$ cat config.mk
export PLATFORM = sky130hd
export DESIGN_NAME = seven_segment_frame_builder
export DESIGN_NICKNAME = d
export VERILOG_FILES = /design/src/rtl/ssfb_pkg.sv /design/src/rtl/ssfb_front.sv /design/src/rtl/ssfb_queue.sv /design/src/rtl/ssfb_back.sv /design/src/rtl/seven_segment_frame_builder.sv
export SDC_FILE = /design/constraint.sdc
export NUM_CORES = 1
export LEC_CHECK = 0
export BUFFER_PORTS_ARGS = -buffer_cell sky130_fd_sc_hd__buf_2
export CAP_MARGIN = 20
export CORE_ASPECT_RATIO = 1.4
export CORE_MARGIN = 2
export CORE_UTILIZATION = 40
export CTS_BUF_LIST = sky130_fd_sc_hd__clkbuf_8 sky130_fd_sc_hd__clkbuf_16
export DETAILED_ROUTE_END_ITERATION = 10
export PLACE_DENSITY = 0.62
export SYNTH_ARGS = -nofsm -noshare
export SYNTH_HDL_FRONTEND = slang
export SYNTH_SLANG_ARGS = --single-unit
$ cat constraint.sdc
create_clock -name clk -period 7.35 [get_ports clk]
set_input_delay 1.47 -clock clk [delete_from_list [all_inputs] [get_ports clk]]
set_output_delay 1.47 -clock clk [all_outputs]
set_load 0.03 [all_outputs]
$ cat src/rtl/ssfb_pkg.sv
// Shared types, constants and look-up functions for the seven-segment frame builder.
// No dependencies; all other files of the block but ssfb_checker import it.
`default_nettype none

package ssfb_pkg;

  // Command codes carried on the input tuser.
  typedef enum logic [1:0] {
    FUNC_NUMBER = 2'd0,
    FUNC_DIGIT  = 2'd1,
    FUNC_INIT   = 2'd2
  } func_e;

  localparam int VALUE_W  = 14;
  localparam int POS_W    = 2;
  localparam int IDX_W    = 4;
  localparam int CFG_IDX_W  = 8;
  localparam int CFG_DATA_W = 3;

  localparam logic [VALUE_W-1:0] NUMBER_MAX = VALUE_W'(9999);
  localparam logic [VALUE_W-1:0] DIGIT_MAX  = VALUE_W'(9);

  // Reciprocal of ten, scaled by 2^19, for the digit split.
  localparam logic [16:0] RECIP_TEN = 17'd52429;
  localparam int          RECIP_SHIFT = 19;

  localparam logic [7:0] BYTE_BLANK      = 8'h00;
  localparam logic [7:0] BYTE_AUTO_INC   = 8'h40;
  localparam logic [7:0] BYTE_FIXED_ADDR = 8'h44;
  localparam logic [7:0] BYTE_ADDR0      = 8'hc0;
  localparam logic [7:0] BYTE_CTRL       = 8'h80;

  localparam int QDEPTH = 2;
  localparam int QPTR_W = (QDEPTH > 1) ? $clog2(QDEPTH) : 1;
  localparam int QCNT_W = $clog2(QDEPTH + 1);

  typedef struct packed {
    func_e                kind;
    logic [VALUE_W-1:0]   value;
    logic [POS_W-1:0]     position;
  } cmd_t;

  typedef struct packed {
    logic [2:0] brightness;
    logic       display_enable;
  } cfg_t;

  function automatic logic [7:0] seg_code(input logic [3:0] digit);
    logic [7:0] code;
    case (digit)
      4'd0:    code = 8'h3f;
      4'd1:    code = 8'h06;
      4'd2:    code = 8'h5b;
      4'd3:    code = 8'h4f;
      4'd4:    code = 8'h66;
      4'd5:    code = 8'h6d;
      4'd6:    code = 8'h7d;
      4'd7:    code = 8'h07;
      4'd8:    code = 8'h7f;
      4'd9:    code = 8'h6f;
      default: code = 8'h00;
    endcase
    return code;
  endfunction

  // Index of the final byte each command produces.
  function automatic logic [IDX_W-1:0] last_index(input func_e kind);
    logic [IDX_W-1:0] idx;
    case (kind)
      FUNC_NUMBER: idx = IDX_W'(10);
      FUNC_DIGIT:  idx = IDX_W'(3);
      default:     idx = IDX_W'(1);
    endcase
    return idx;
  endfunction

endpackage

`default_nettype wire

$ cat src/rtl/ssfb_front.sv
// Front end: accepts command items, drops the unused code and saturates the value.
// Depends on ssfb_pkg; feeds ssfb_queue.
`default_nettype none

module ssfb_front import ssfb_pkg::*; (
  input  wire logic        in_tvalid,
  output logic             in_tready,
  input  wire logic [15:0] in_tdata,   // [13:0] value, [15:14] position
  input  wire logic [1:0]  in_tuser,   // [1:0] func
  input  wire logic        q_full,
  output logic             push,
  output cmd_t             push_data
);

  logic [VALUE_W-1:0] value;
  logic               known;

  assign value     = in_tdata[VALUE_W-1:0];
  assign in_tready = !q_full;

  always_comb begin
    push_data.kind     = func_e'(in_tuser);
    push_data.position = in_tdata[VALUE_W +: POS_W];
    push_data.value    = value;
    known              = 1'b1;
    case (in_tuser)
      FUNC_NUMBER: begin
        if (value > NUMBER_MAX) push_data.value = NUMBER_MAX;
      end
      FUNC_DIGIT: begin
        if (value > DIGIT_MAX) push_data.value = DIGIT_MAX;
      end
      FUNC_INIT: begin
        push_data.value = '0;
      end
      default: begin
        known = 1'b0;
      end
    endcase
  end

  // The unused code is taken from the channel but produces nothing.
  assign push = in_tvalid && in_tready && known;

endmodule

`default_nettype wire

$ cat src/rtl/ssfb_queue.sv
// Short command queue between the front end and the byte sequencer.
// Depends on ssfb_pkg for the command type and depth.
`default_nettype none

module ssfb_queue import ssfb_pkg::*; (
  input  wire logic clk,
  input  wire logic rst_n,
  input  wire logic push,
  input  cmd_t      push_data,
  output logic      full,
  input  wire logic pop,
  output logic      q_valid,
  output cmd_t      q_data
);

  cmd_t               mem_r [QDEPTH];
  logic [QPTR_W-1:0]  wr_ptr_r;
  logic [QPTR_W-1:0]  rd_ptr_r;
  logic [QCNT_W-1:0]  count_r;

  function automatic logic [QPTR_W-1:0] bump(input logic [QPTR_W-1:0] ptr);
    return (ptr == QPTR_W'(QDEPTH - 1)) ? '0 : ptr + 1'b1;
  endfunction

  assign full    = (count_r == QCNT_W'(QDEPTH));
  assign q_valid = (count_r != '0);
  assign q_data  = mem_r[rd_ptr_r];

  always_ff @(posedge clk) begin
    if (push) mem_r[wr_ptr_r] <= push_data;
  end

  always_ff @(posedge clk) begin
    if (!rst_n) begin
      wr_ptr_r <= '0;
      rd_ptr_r <= '0;
      count_r  <= '0;
    end else begin
      if (push) wr_ptr_r <= bump(wr_ptr_r);
      if (pop)  rd_ptr_r <= bump(rd_ptr_r);
      if (push && !pop)      count_r <= count_r + 1'b1;
      else if (pop && !push) count_r <= count_r - 1'b1;
    end
  end

endmodule

`default_nettype wire

$ cat src/rtl/ssfb_back.sv
// Back end: walks a command's frame bytes to the output register, one byte
// per cycle when not stalled. Depends on ssfb_pkg; pops ssfb_queue.
`default_nettype none

module ssfb_back import ssfb_pkg::*; (
  input  wire logic       clk,
  input  wire logic       rst_n,
  input  cfg_t            cfg,
  input  wire logic       q_valid,
  input  cmd_t            q_data,
  output logic            pop,
  output logic            out_tvalid,
  input  wire logic       out_tready,
  output logic [7:0]      out_tdata,
  output logic [1:0]      out_tuser,
  output logic            out_tlast
);

  logic               busy_r;
  cmd_t               cmd_r;
  logic [IDX_W-1:0]   idx_r;
  logic [VALUE_W-1:0] v_r;
  logic               ov_r;
  logic [7:0]         byte_r;
  logic               begin_r;
  logic               end_r;
  logic               last_r;

  logic               adv;
  logic               step;
  logic               is_last;
  logic               digit_step;
  logic [VALUE_W+16:0] prod;
  logic [VALUE_W-1:0] quot;
  logic [VALUE_W-1:0] rem_full;
  logic [3:0]         rem;
  logic [7:0]         byte_nxt;
  logic               begin_nxt;
  logic               end_nxt;

  assign adv     = !ov_r || out_tready;
  assign step    = busy_r && adv;
  assign is_last = (idx_r == last_index(cmd_r.kind));
  assign pop     = q_valid && (!busy_r || (step && is_last));

  // Lowest decimal digit of the working value by reciprocal multiply.
  assign prod       = (VALUE_W+17)'(v_r) * (VALUE_W+17)'(RECIP_TEN);
  assign quot       = VALUE_W'(prod >> RECIP_SHIFT);
  assign rem_full   = v_r - (quot << 3) - (quot << 1);
  assign rem        = rem_full[3:0];
  assign digit_step = (cmd_r.kind == FUNC_NUMBER) && idx_r[0] && (idx_r >= IDX_W'(3));

  always_comb begin
    byte_nxt  = BYTE_BLANK;
    begin_nxt = 1'b0;
    end_nxt   = 1'b0;
    case (cmd_r.kind)
      FUNC_NUMBER: begin
        case (idx_r)
          IDX_W'(0): begin
            begin_nxt = 1'b1;
            end_nxt   = 1'b1;
          end
          IDX_W'(1): begin
            byte_nxt  = BYTE_AUTO_INC;
            begin_nxt = 1'b1;
            end_nxt   = 1'b1;
          end
          IDX_W'(2): begin
            byte_nxt  = BYTE_ADDR0;
            begin_nxt = 1'b1;
          end
          default: begin
            if (idx_r[0]) byte_nxt = seg_code(rem);
            end_nxt = is_last;
          end
        endcase
      end
      FUNC_DIGIT: begin
        case (idx_r)
          IDX_W'(0): begin
            begin_nxt = 1'b1;
            end_nxt   = 1'b1;
          end
          IDX_W'(1): begin
            byte_nxt  = BYTE_FIXED_ADDR;
            begin_nxt = 1'b1;
            end_nxt   = 1'b1;
          end
          IDX_W'(2): begin
            byte_nxt  = BYTE_ADDR0 | {5'd0, cmd_r.position, 1'b0};
            begin_nxt = 1'b1;
          end
          default: begin
            byte_nxt = seg_code(cmd_r.value[3:0]);
            end_nxt  = 1'b1;
          end
        endcase
      end
      default: begin
        begin_nxt = 1'b1;
        end_nxt   = 1'b1;
        if (idx_r != '0) begin
          byte_nxt = BYTE_CTRL | {4'd0, cfg.display_enable, cfg.brightness};
        end
      end
    endcase
  end

  always_ff @(posedge clk) begin
    if (!rst_n) begin
      busy_r <= 1'b0;
      ov_r   <= 1'b0;
    end else begin
      if (adv) ov_r <= step;
      if (step) begin
        byte_r  <= byte_nxt;
        begin_r <= begin_nxt;
        end_r   <= end_nxt;
        last_r  <= is_last;
        idx_r   <= idx_r + 1'b1;
        if (digit_step) v_r <= quot;
        if (is_last) busy_r <= 1'b0;
      end
      if (pop) begin
        cmd_r  <= q_data;
        v_r    <= q_data.value;
        idx_r  <= '0;
        busy_r <= 1'b1;
      end
    end
  end

  assign out_tvalid = ov_r;
  assign out_tdata  = byte_r;
  assign out_tuser  = {end_r, begin_r};
  assign out_tlast  = last_r;

endmodule

`default_nettype wire

$ cat src/rtl/seven_segment_frame_builder.sv
// Top level of the seven-segment frame builder: configuration registers,
// front end, command queue and byte sequencer. Depends on ssfb_pkg and its sub-modules.
//
//   Channel  Direction  Handshake          Payload
//   in_      slave      in_tvalid/tready   tdata {position, value}, tuser func
//   out_     master     out_tvalid/tready  tdata frame byte, tuser {end, begin}, tlast
//   cfg_     slave      cfg_valid/ready    cfg_index, cfg_data
//
// A whole-number command produces eleven bytes, a single-digit command four and
// an init command two; the sequencer emits one byte per cycle while the output is
// not stalled. The two-entry queue lets new requests be taken while the sequencer
// is still busy, and a waiting command is loaded on the same edge that registers
// the previous one's last byte.
// Reset is synchronous and active low; it empties the queue and the output
// register and returns brightness to 7 and the display enable to 1.
// A stall on the output holds the registered byte; the input stalls only when the queue is full.
`default_nettype none

module seven_segment_frame_builder import ssfb_pkg::*; (
  input  wire logic                  clk,
  input  wire logic                  rst_n,
  input  wire logic                  in_tvalid,
  output logic                       in_tready,
  input  wire logic [15:0]           in_tdata,   // [13:0] value, [15:14] position
  input  wire logic [1:0]            in_tuser,   // [1:0] func
  output logic                       out_tvalid,
  input  wire logic                  out_tready,
  output logic [7:0]                 out_tdata,  // [7:0] frame_byte
  output logic [1:0]                 out_tuser,  // [0] frame_begin, [1] frame_end
  output logic                       out_tlast,
  input  wire logic                  cfg_valid,
  output logic                       cfg_ready,
  input  wire logic [CFG_IDX_W-1:0]  cfg_index,
  input  wire logic [CFG_DATA_W-1:0] cfg_data
);

  localparam logic [CFG_IDX_W-1:0] REG_BRIGHTNESS     = CFG_IDX_W'(0);
  localparam logic [CFG_IDX_W-1:0] REG_DISPLAY_ENABLE = CFG_IDX_W'(1);

  cfg_t cfg_r;
  logic q_full;
  logic push;
  cmd_t push_data;
  logic pop;
  logic q_valid;
  cmd_t q_data;

  // Registers are always writable; an index beyond the list is ignored.
  assign cfg_ready = 1'b1;

  always_ff @(posedge clk) begin
    if (!rst_n) begin
      cfg_r.brightness     <= 3'd7;
      cfg_r.display_enable <= 1'b1;
    end else if (cfg_valid && cfg_ready) begin
      case (cfg_index)
        REG_BRIGHTNESS:     cfg_r.brightness     <= cfg_data[2:0];
        REG_DISPLAY_ENABLE: cfg_r.display_enable <= cfg_data[0];
        default: ;
      endcase
    end
  end

  ssfb_front u_front (
    .in_tvalid (in_tvalid),
    .in_tready (in_tready),
    .in_tdata  (in_tdata),
    .in_tuser  (in_tuser),
    .q_full    (q_full),
    .push      (push),
    .push_data (push_data)
  );

  ssfb_queue u_queue (
    .clk       (clk),
    .rst_n     (rst_n),
    .push      (push),
    .push_data (push_data),
    .full      (q_full),
    .pop       (pop),
    .q_valid   (q_valid),
    .q_data    (q_data)
  );

  ssfb_back u_back (
    .clk        (clk),
    .rst_n      (rst_n),
    .cfg        (cfg_r),
    .q_valid    (q_valid),
    .q_data     (q_data),
    .pop        (pop),
    .out_tvalid (out_tvalid),
    .out_tready (out_tready),
    .out_tdata  (out_tdata),
    .out_tuser  (out_tuser),
    .out_tlast  (out_tlast)
  );

endmodule

`default_nettype wire

# Word level (Yosys, flattened, before mapping)
# Memories as Yosys holds them, arrays and structs flattened. A register that Yosys moved wholly into a read port is not among the register bits.
# Cells that the tools add are included.
# Widths: inputs -> output; s select.
# op_classes
n_eq_ne,8
n_mul,1
magnitude_cmp,3
muxes,30
add_sub_neg,7
reduce_logical,37
# op_table
operator,count
$mux 14,5
$pmux 8 s3,2
$pmux 14 s3,1
$mul 14x16->30 const B,1
$mux 8,2
$pmux 8 s2,1
$gt 14x14->1 const B,1
$gt 14x4->1 const B,1
$mux 1,12
$reduce_and 2->1,6
$reduce_bool 2->1,5
$logic_and 1x1->1,9
$eq 8x1->1 const B,1
$logic_not 8->1,1
$mux 4,2
$pmux 4 s2,1
$sub 4x4->4,2
$reduce_or 3->1,2
$logic_not 1->1,5
$add 4x1->4 const B,1
$eq 2x1->1 const B,2
$eq 2x2->1 const B,2
$eq 4x1->1 const B,1
$eq 4x2->1 const B,1
other kinds (13),19
# totals
word_cells,105
memories,3
inputBits,34
romBits,224
ramBits,36
regBits,47
# memory_table
memory,depth,word_bits,read_ports,rd_clocked_by_memory_dff,write_ports,line,text
(name not given),16,7,1,0,0,ssfb_pkg.sv:50,case (digit)
(name not given),16,7,1,1,0,ssfb_pkg.sv:50,
u_queue.mem_r,2,18,1,1,1,ssfb_queue.sv:16,cmd_t mem_r [QDEPTH];

# Logic depth before layout (Yosys ltp)
# Gate-level depths: netlist of the first run.
# depth
word_depth,9
mapped_depth,25

# Modules after synthesis
# Synthesis of the first run repeated with hierarchy kept, for this count alone.
# unflattened
hier_cells,692
area_unflattened_um2,7752.4
# modules_own_cells
mod,area_each_um2,seq_area_each_um2,cells_each,instances
ssfb_back,5753.0,1291.2,550,1
ssfb_queue,1521.5,1181.1,78,1
ssfb_front,262.8,0.0,41,1
seven_segment_frame_builder,215.2,80.1,23,1

# Least setup slack after synthesis of the first run
# Ideal clock, no wire load.
# synth_timing
path_type,reg-to-reg
start,reg u_back.v_r[12]
end,reg u_back.byte_r[6] (netlist: u_back.out_tdata[6]) (data pin)
synth_period_minus_slack_ns,6.564
stages_incl_launch_ff,23
required_time_ns,7.208
arrival_time_ns,6.422
slack_ns,0.786
path_cell_list,edfxtp_1 inv_1 ha_1 fa_1 fa_1 fa_1 inv_1 fa_1 inv_1 fa_1 inv_1 ha_1 and4_4 nand3_1 a21oi_4 o2111ai_1 a2111oi_0 ha_1 xnor2_1 xnor3_2 xnor2_2 mux2_4 o21ai_2
# synth_via
elab_chain_len,7
# synth_lines
item,line,text
from (decl),ssfb_back.sv:22,logic [VALUE_W-1:0] v_r;
from (signal assigned),ssfb_back.sv:122,if (digit_step) v_r <= quot;
from (signal assigned),ssfb_back.sv:127,v_r <= q_data.value;
$mul 14x16->30 *,ssfb_back.sv:47,assign prod = (VALUE_W+17)'(v_r) * (VALUE_W+17)'(RECIP_TEN);
$sub 4x4->4,ssfb_back.sv:49,assign rem_full = v_r - (quot << 3) - (quot << 1);
$sub 4x4->4 *,ssfb_back.sv:49,
$mem_v2 16x7 *,--,
$mux 8 *,ssfb_back.sv:74,if (idx_r[0]) byte_nxt = seg_code(rem);
$pmux 8 s3 *,ssfb_back.sv:59,case (idx_r)
$pmux 8 s2 *,ssfb_back.sv:57,case (cmd_r.kind)
net u_back.byte_nxt[6],ssfb_back.sv:37,logic [7:0] byte_nxt;
to (signal assigned),ssfb_back.sv:117,byte_r <= byte_nxt;
to (decl),ssfb_back.sv:24,logic [7:0] byte_r;
# Mark *: on every way through the listed nets, which the timed path passes. The rest lies on a longest branch.
# A chain may end at the register's enable or synchronous reset.

# Final worst setup path of the first run
# Ends and elaborated chain as after synthesis.

==> flow_summary.json, run 1 <==
{
  "portBuffers": 46,
  "fin_nets": 953,
  "grt.total_usage": 0.1548,
  "cp_common_cell": "fa_1",
  "synth-simple-area-share": 0.1026,
  "synth-main-ff-cell": "edfxtp_1",
  "num_antenna_cells": 0,
  "cts_tree": "yes",
  "reg2reg_from": "u_back.v_r[12]",
  "clock.fmax_mhz": 141.9,
  "cts_buffers": 9,
  "seq_area_frac_synth": 0.3334,
  "start_kind": "flop",
  "fin_crit_sh": 0.9588,
  "vias": 4937,
  "hold_viol": 0,
  "slew_viol_final": 0,
  "status": "finished, final reports clean",
  "clk_pin_slew_ns": 0.07,
  "grt_first_pass_wirelength_um": 24900,
  "cap_viol_max_count": 0,
  "post_drt_wl_per_cell_um": 14.70,
  "crit_slowest_cell": "fa_1",
  "rows": 59,
  "synth_top_family_by_area": "adder cells",
  "max-slew-margin-rel": 0.3434,
  "path_cells": "inv_1, ha_1, fa_1, fa_1, fa_1, inv_1, fa_1, inv_1, fa_1, inv_1, ha_1, and4_4, nand3_1, a21oi_4, o2111ai_1, a2111oi_0, ha_1, xnor2_1, xnor3_2, xnor2_2, mux2_4, o21ai_2",
  "drtPass1Iterations": 4,
  "drive_gt1_frac": 0.1300,
  "crit_arrival_ns": 7.25,
  "cts-root-buf": "clkbuf_16",
  "max_slew.worst_pin.slew_ns": 0.9835,
  "startpoint": "u_back.v_r[12]",
  "ctsHtreeMaxLevel": 3,
  "cp_max_fo": 9,
  "ctsHoldBuffers": 0,
  "post_cts_buffers": 0,
  "grt_max_degree": 21,
  "synth_xor_area_frac": 0.03154,
  "synth-seq-cells": 91,
  "netlist_instances": 693,
  "setup_viol": 0,
  "cts_resized": 0,
  "ant_nets": 0,
  "synth_edf_count": 73,
  "worstHoldStart": "cfg_r[2]",
  "yosysUniqueCellTypes": 75,
  "die_w_um": 120.9,
  "seqCellArea_um2": 2552,
  "synth_area_um2": 7656,
  "hold_class": "reg2reg",
  "floorplan.core_area_um2": 18680,
  "antenna_found_initial": 0,
  "clk_latency_ns": 0.34,
  "synth_fp_nets": 905,
  "first_global_vias": 5125,
  "synth-adder-area-share": 0.3419,
  "place_area_um2": 8159,
  "dp_cells": 974,
  "async_flop_share": 0,
  "min_period_ns": 7.047,
  "yosysWarnings": 0,
  "synth_compound_area_frac": 0.09103,
  "drc_errors": 0,
  "multi_input_area_um2": 4613,
  "viasPerCell": 4.987,
  "setup_tns_ns": 0,
  "rsz0062_at_grt": "no",
  "worstPathRequired_ns": 7.55,
  "die_height_um": 167.7,
  "clock_path_buffers": 2,
  "synth.avg_cell_area_um2": 11.05,
  "gp_congestion": 0.8900,
  "finalClockSkew_ns": 0.008652,
  "syn_to_final_growth_pct": 10.66,
  "worstSetupPathType": "reg2reg",
  "first_iter_violations": 162,
  "wirelength_um": 14560,
  "layout.core_utilization": 0.4536,
  "initial_core_util": 0.4099,
  "cts_sinks": 91,
  "nFillCells": 1791,
  "postLayoutCellArea_um2": 8472,
  "die_area_um2": 20280,
  "max_stage_delay_ns": 0.66,
  "gr-total-overflow": 0,
  "final_cells": 990,
  "ioPinCount": 48,
  "place_hpwl_um": 12100,
  "synth.mux.area_fraction": 0.03448,
  "end_kind": "flop"
}
==> area by class of cell <==
| class | instances | share of cell area |
|---|---|---|
| Tap cell | 244 | 0.03604 |
| Timing Repair Buffer | 49 | 0.02983 |
| Clock inverter | 6 | 0.007384 |
| Clock buffer | 10 | 0.02954 |
| Inverter | 116 | 0.05140 |
| Multi-Input combinational cell | 474 | 0.5445 |
| Sequential cell | 91 | 0.3013 |
==> worst paths after layout <==
kind                         end  slack [ns]  depth (start not counted)
max reg2reg  u_back.out_tdata[6]        0.30                         22
min reg2reg             cfg_r[2]        0.50                          2
min                     cfg_r[2]        0.50                          2
max          u_back.out_tdata[6]        0.30                         22
==> Yosys cell counts, drive strengths merged (2+ instances only) <==
cell type | count | area (um2)
xnor2 | 14 | 130.1
a21o | 7 | 53.80
nor2 | 29 | 108.9
nand2b | 9 | 56.30
a2111oi | 2 | 17.52
nor3 | 3 | 15.01
dfxtp | 18 | 360.4
o21ai | 28 | 143.9
a21oi | 22 | 125.1
o31a | 2 | 18.77
edfxtp | 73 | 2192
a211oi | 3 | 27.52
o21a | 7 | 52.55
a22oi | 2 | 15.01
nand3b | 4 | 30.03
a221oi | 2 | 17.52
clkbuf | 6 | 22.52
mux2 | 8 | 93.84
or3 | 5 | 46.29
and4 | 4 | 38.79
nand3 | 14 | 70.07
nor4 | 5 | 37.53
ha | 126 | 1577
and3 | 11 | 68.82
or2 | 4 | 25.02
inv | 116 | 435.4
a31oi | 4 | 25.02
nor2b | 8 | 57.55
and2 | 7 | 46.30
o211ai | 3 | 22.52
buf | 6 | 36.28
o31ai | 2 | 15.01
fa | 52 | 1041
xor2 | 10 | 87.58
a21boi | 4 | 30.03
o2111ai | 3 | 26.28
nand2 | 35 | 133.9
mux2i | 17 | 170.2
==> state kept, by name, summed over array words and instances (netlist names), named ones only <==
name               cells
cfg_r                  4
u_queue.wr_ptr_r       1
u_queue.mem_r         36
u_back.end_r           1
u_queue.count_r        2
u_back.busy_r          1
u_back.cmd_r           8
u_back.idx_r           4
u_back.out_tvalid      1
u_back.begin_r         1
u_back.v_r            14
u_back.out_tdata       8
u_queue.rd_ptr_r       1
u_back.out_tlast       1
==> layer usage <==
metal	track usage	part of all wire
met1	0.1890	0.44
met4	0.04601	0.018
met3	0.02180	0.022
met5	0	0
met2	0.2794	0.52
==> metrics by stage <==
stage                     hold slack [ns]  setup WS [ns]
final                              0.5000         0.3030
after floorplan                    0.4400         0.7859
after global routing               0.5238       0.007024
after detailed placement           0.4902         0.3197
after global placement             0.4791         0.4392
after CTS                          0.5076         0.2966
==> cell families (layout without fill, tap and decap cells) <==
group / Yosys count / after routing
AOI/OAI and AO/OA: 101 / 101
DFF: 91 / 91
buffers and inverters: 128 / 181
xor gates and xnor gates: 25 / 25
and+or+nand+nor: 144 / 144
muxes: 25 / 25
other: 1 / 1
adders and majority gates: 178 / 178
==> placed cells by master (no fill, tap or decap), types with 4 or more instances in the layout <==
cell       instances
o21a_1             7
or2_2              4
and3_1            11
o21ai_0           24
dfxtp_1           18
clkbuf_16         10
xor2_1            10
a31oi_1            4
nand2b_1           9
nand3_1           14
edfxtp_1          73
and2_1             6
xnor2_1           13
nor4_1             4
fa_1              52
mux2i_1           17
inv_1            117
nand2_1           34
buf_2             46
ha_1             126
nor2b_1            7
a21oi_1           20
a21o_1             6
mux2_2             7
nand3b_1           4
nor2_1            29
==> worst max-delay path, delay by kind of cell, from the launching register on <==
kind	cells	cell delay (ns)
fa+ha+maj	8	3.59
compound gates	4	1.05
xor+xnor	3	0.93
simple gates	2	0.39
mux	1	0.35
flops	1	0.41
buf+inv	4	0.21
Power of run 1 is not shown: default switching activity piles up to over one toggle a cycle in this logic, so the estimate is an artifact.
==> run 2, diff against run 1 <==
CORE_UTILIZATION = 47   (was 40)
CTS_BUF_LIST = unset   (was sky130_fd_sc_hd__clkbuf_8 sky130_fd_sc_hd__clkbuf_16)
PLACE_DENSITY = 0.7   (was 0.62)
==> flow_summary.json, run 2 (synthesis results as in run 1) <==
{
  "rr_endpoint": "u_back.out_tdata[6]",
  "hold_class": "reg2reg",
  "max_slew.worst_pin.slew_ns": 0.9437,
  "dp_cells": 929,
  "place_ws_ns": 0.1239,
  "crit_slowest_cell": "fa_1",
  "antenna_found_initial": 0,
  "max-slew-margin-rel": 0.3700,
  "vias": 5028,
  "final_cell_mix": "ha_1, inv_1, edfxtp_1",
  "gp_congestion": 0.9128,
  "portBuffers": 46,
  "viasPerCell": 5.321,
  "rows": 55,
  "nFillCells": 1380,
  "worstSetupPathType": "reg2reg",
  "setup_tns_ns": 0,
  "cts-root-buf": "clkbuf_16",
  "clk_pin_slew_ns": 0.07,
  "syn_to_final_growth_pct": 9.887,
  "start_kind": "flop",
  "min_period_ns": 6.985,
  "rsz0062_at_grt": "no",
  "max_stage_delay_ns": 0.66,
  "num_antenna_cells": 0,
  "ioPinCount": 48,
  "grt.total_usage": 0.1797,
  "worstHoldStart": "cfg_r[1]",
  "reg2reg_from": "u_back.v_r[12]",
  "clock.fmax_mhz": 143.2,
  "drc_errors": 0,
  "ctsHoldBuffers": 0,
  "floorplan.core_area_um2": 16030,
  "grt_first_pass_wirelength_um": 25270,
  "worstPathRequired_ns": 7.55,
  "place_hpwl_um": 12330,
  "end_kind": "flop",
  "gr-total-overflow": 0,
  "clk_latency_ns": 0.34,
  "first_iter_violations": 194,
  "layout.core_utilization": 0.5247,
  "fin_ws_ns": 0.3654,
  "hold_viol": 0,
  "seqCellArea_um2": 2552,
  "initial_core_util": 0.4775,
  "ant_nets": 0,
  "reg2reg_slack_ns": 0.37,
  "cts_buffers": 9,
  "crit_arrival_ns": 7.19,
  "multi_input_area_um2": 4622,
  "die_area_um2": 17340,
  "die_height_um": 155.0,
  "path_cells": "inv_1, ha_1, fa_1, fa_1, fa_1, inv_1, fa_1, inv_1, fa_1, inv_1, ha_1, and4_4, nand3_1, a21oi_4, o2111ai_1, a2111oi_1, ha_1, xnor2_1, xnor3_2, xnor2_4, mux2_4, o21ai_2",
  "setup_viol": 0,
  "largest_reg_flops": 36,
  "drive_gt1_frac": 0.1287,
  "post_drt_wl_per_cell_um": 15.54,
  "first_global_vias": 5502,
  "die_w_um": 111.9,
  "hold_path_end": "cfg_r[1]",
  "drtPass1Iterations": 4,
  "status": "finished, final reports clean",
  "clock_path_buffers": 2,
  "final_common_cell": "ha_1",
  "ctsHtreeMaxLevel": 3,
  "regMostFlops": "u_queue.mem_r",
  "post_cts_buffers": 0,
  "cts_sinks": 91,
  "min_path_cells": 2,
  "fin_nets": 953,
  "wirelength_um": 14680,
  "r2r.worst_path.cells": 22,
  "final_cells": 945,
  "finalClockSkew_ns": 0.006541,
  "grt_max_degree": 21,
  "fin_crit_sh": 0.9503,
  "slew_viol_final": 0,
  "cap_viol_max_count": 0,
  "cp_max_fo": 9,
  "top_regs": "u_queue.mem_r x36, u_back.v_r x14",
  "cts_tree": "yes",
  "cp_common_cell": "fa_1"
}
## run 2: changes by cell type in the layout (fill, tap and decap cells not counted)
cell        change
clkbuf_1        +2
inv_1           -2
a2111oi_0       -1
a2111oi_1       +1
a21boi_1        +1
a21boi_2        -1
clkbuf_16       -1
clkbuf_8        +1
clkinv_2        -1
clkinvlp_4      +1
inv_6           +1
inv_8           -1
xnor2_2         -1
xnor2_4         +1
## run 2: what timing repair did
| item | 4_1_cts | 5_1_grt |
|---|---|---|
| setup endpoints to repair | 0 | 7 |
| resized for setup | 0 | 2 |
| endpoints found under the hold margin | 0 | 0 |
## run 2: worst max-delay path by stage
stage,startpoint,end,slack [ns],cells after the start
floorplan,u_back.v_r[12],u_back.out_tdata[6],0.79,22
global placement,u_back.v_r[12],u_back.out_tdata[6],0.44,22
detailed placement,u_back.v_r[12],u_back.out_tdata[6],0.12,22
CTS,u_back.v_r[12],u_back.out_tdata[6],0.11,22
global route,u_back.v_r[12],u_back.out_tdata[6],0.02,22
finish,u_back.v_r[12],u_back.out_tdata[6],0.37,22
## run 2: stage by stage
| step | instance area, um2 | hold slack, ns |
|---|---|---|
| 2_1_floorplan | 7656 | 0.4400 |
| 4_1_cts | 8401 | 0.4921 |
| 5_1_grt | 8413 | 0.5192 |
| 3_5_place_dp | 8099 | 0.4715 |
| 3_3_place_gp | 8099 | 0.4747 |
| 6_report | 8413 | 0.4860 |
## run 2: final cells by class
| cell class | count | share of cell area |
|---|---|---|
| clock buffers | 12 | 0.02930 |
| clock inverters | 4 | 0.006544 |
| inverters | 116 | 0.05175 |
| multi-input cells | 474 | 0.5494 |
| flip-flops and latches | 91 | 0.3034 |
| well taps | 199 | 0.02960 |
| repair buffers | 49 | 0.03004 |
## run 2: layer usage
metal	global-route usage	vias up	wire length (um)
met1	0.1972	2428	5965
met4	0.06820	0	390
met3	0.02532	30	353
met5	0	-	0
li1	-	2486	-
met2	0.3469	84	7974
## run 2: worst max-delay path: cells and delay by family, from the launching register on
| family | cells | cell delay, ns |
|---|---|---|
| buffers and inverters | 4 | 0.21 |
| adders and majority gates | 8 | 3.56 |
| DFF | 1 | 0.43 |
| muxes | 1 | 0.34 |
| and+or+nand+nor | 2 | 0.38 |
| xor gates and xnor gates | 3 | 0.92 |
| AOI/OAI and AO/OA | 4 | 0.99 |
Power of run 2 is left out for the same reason.
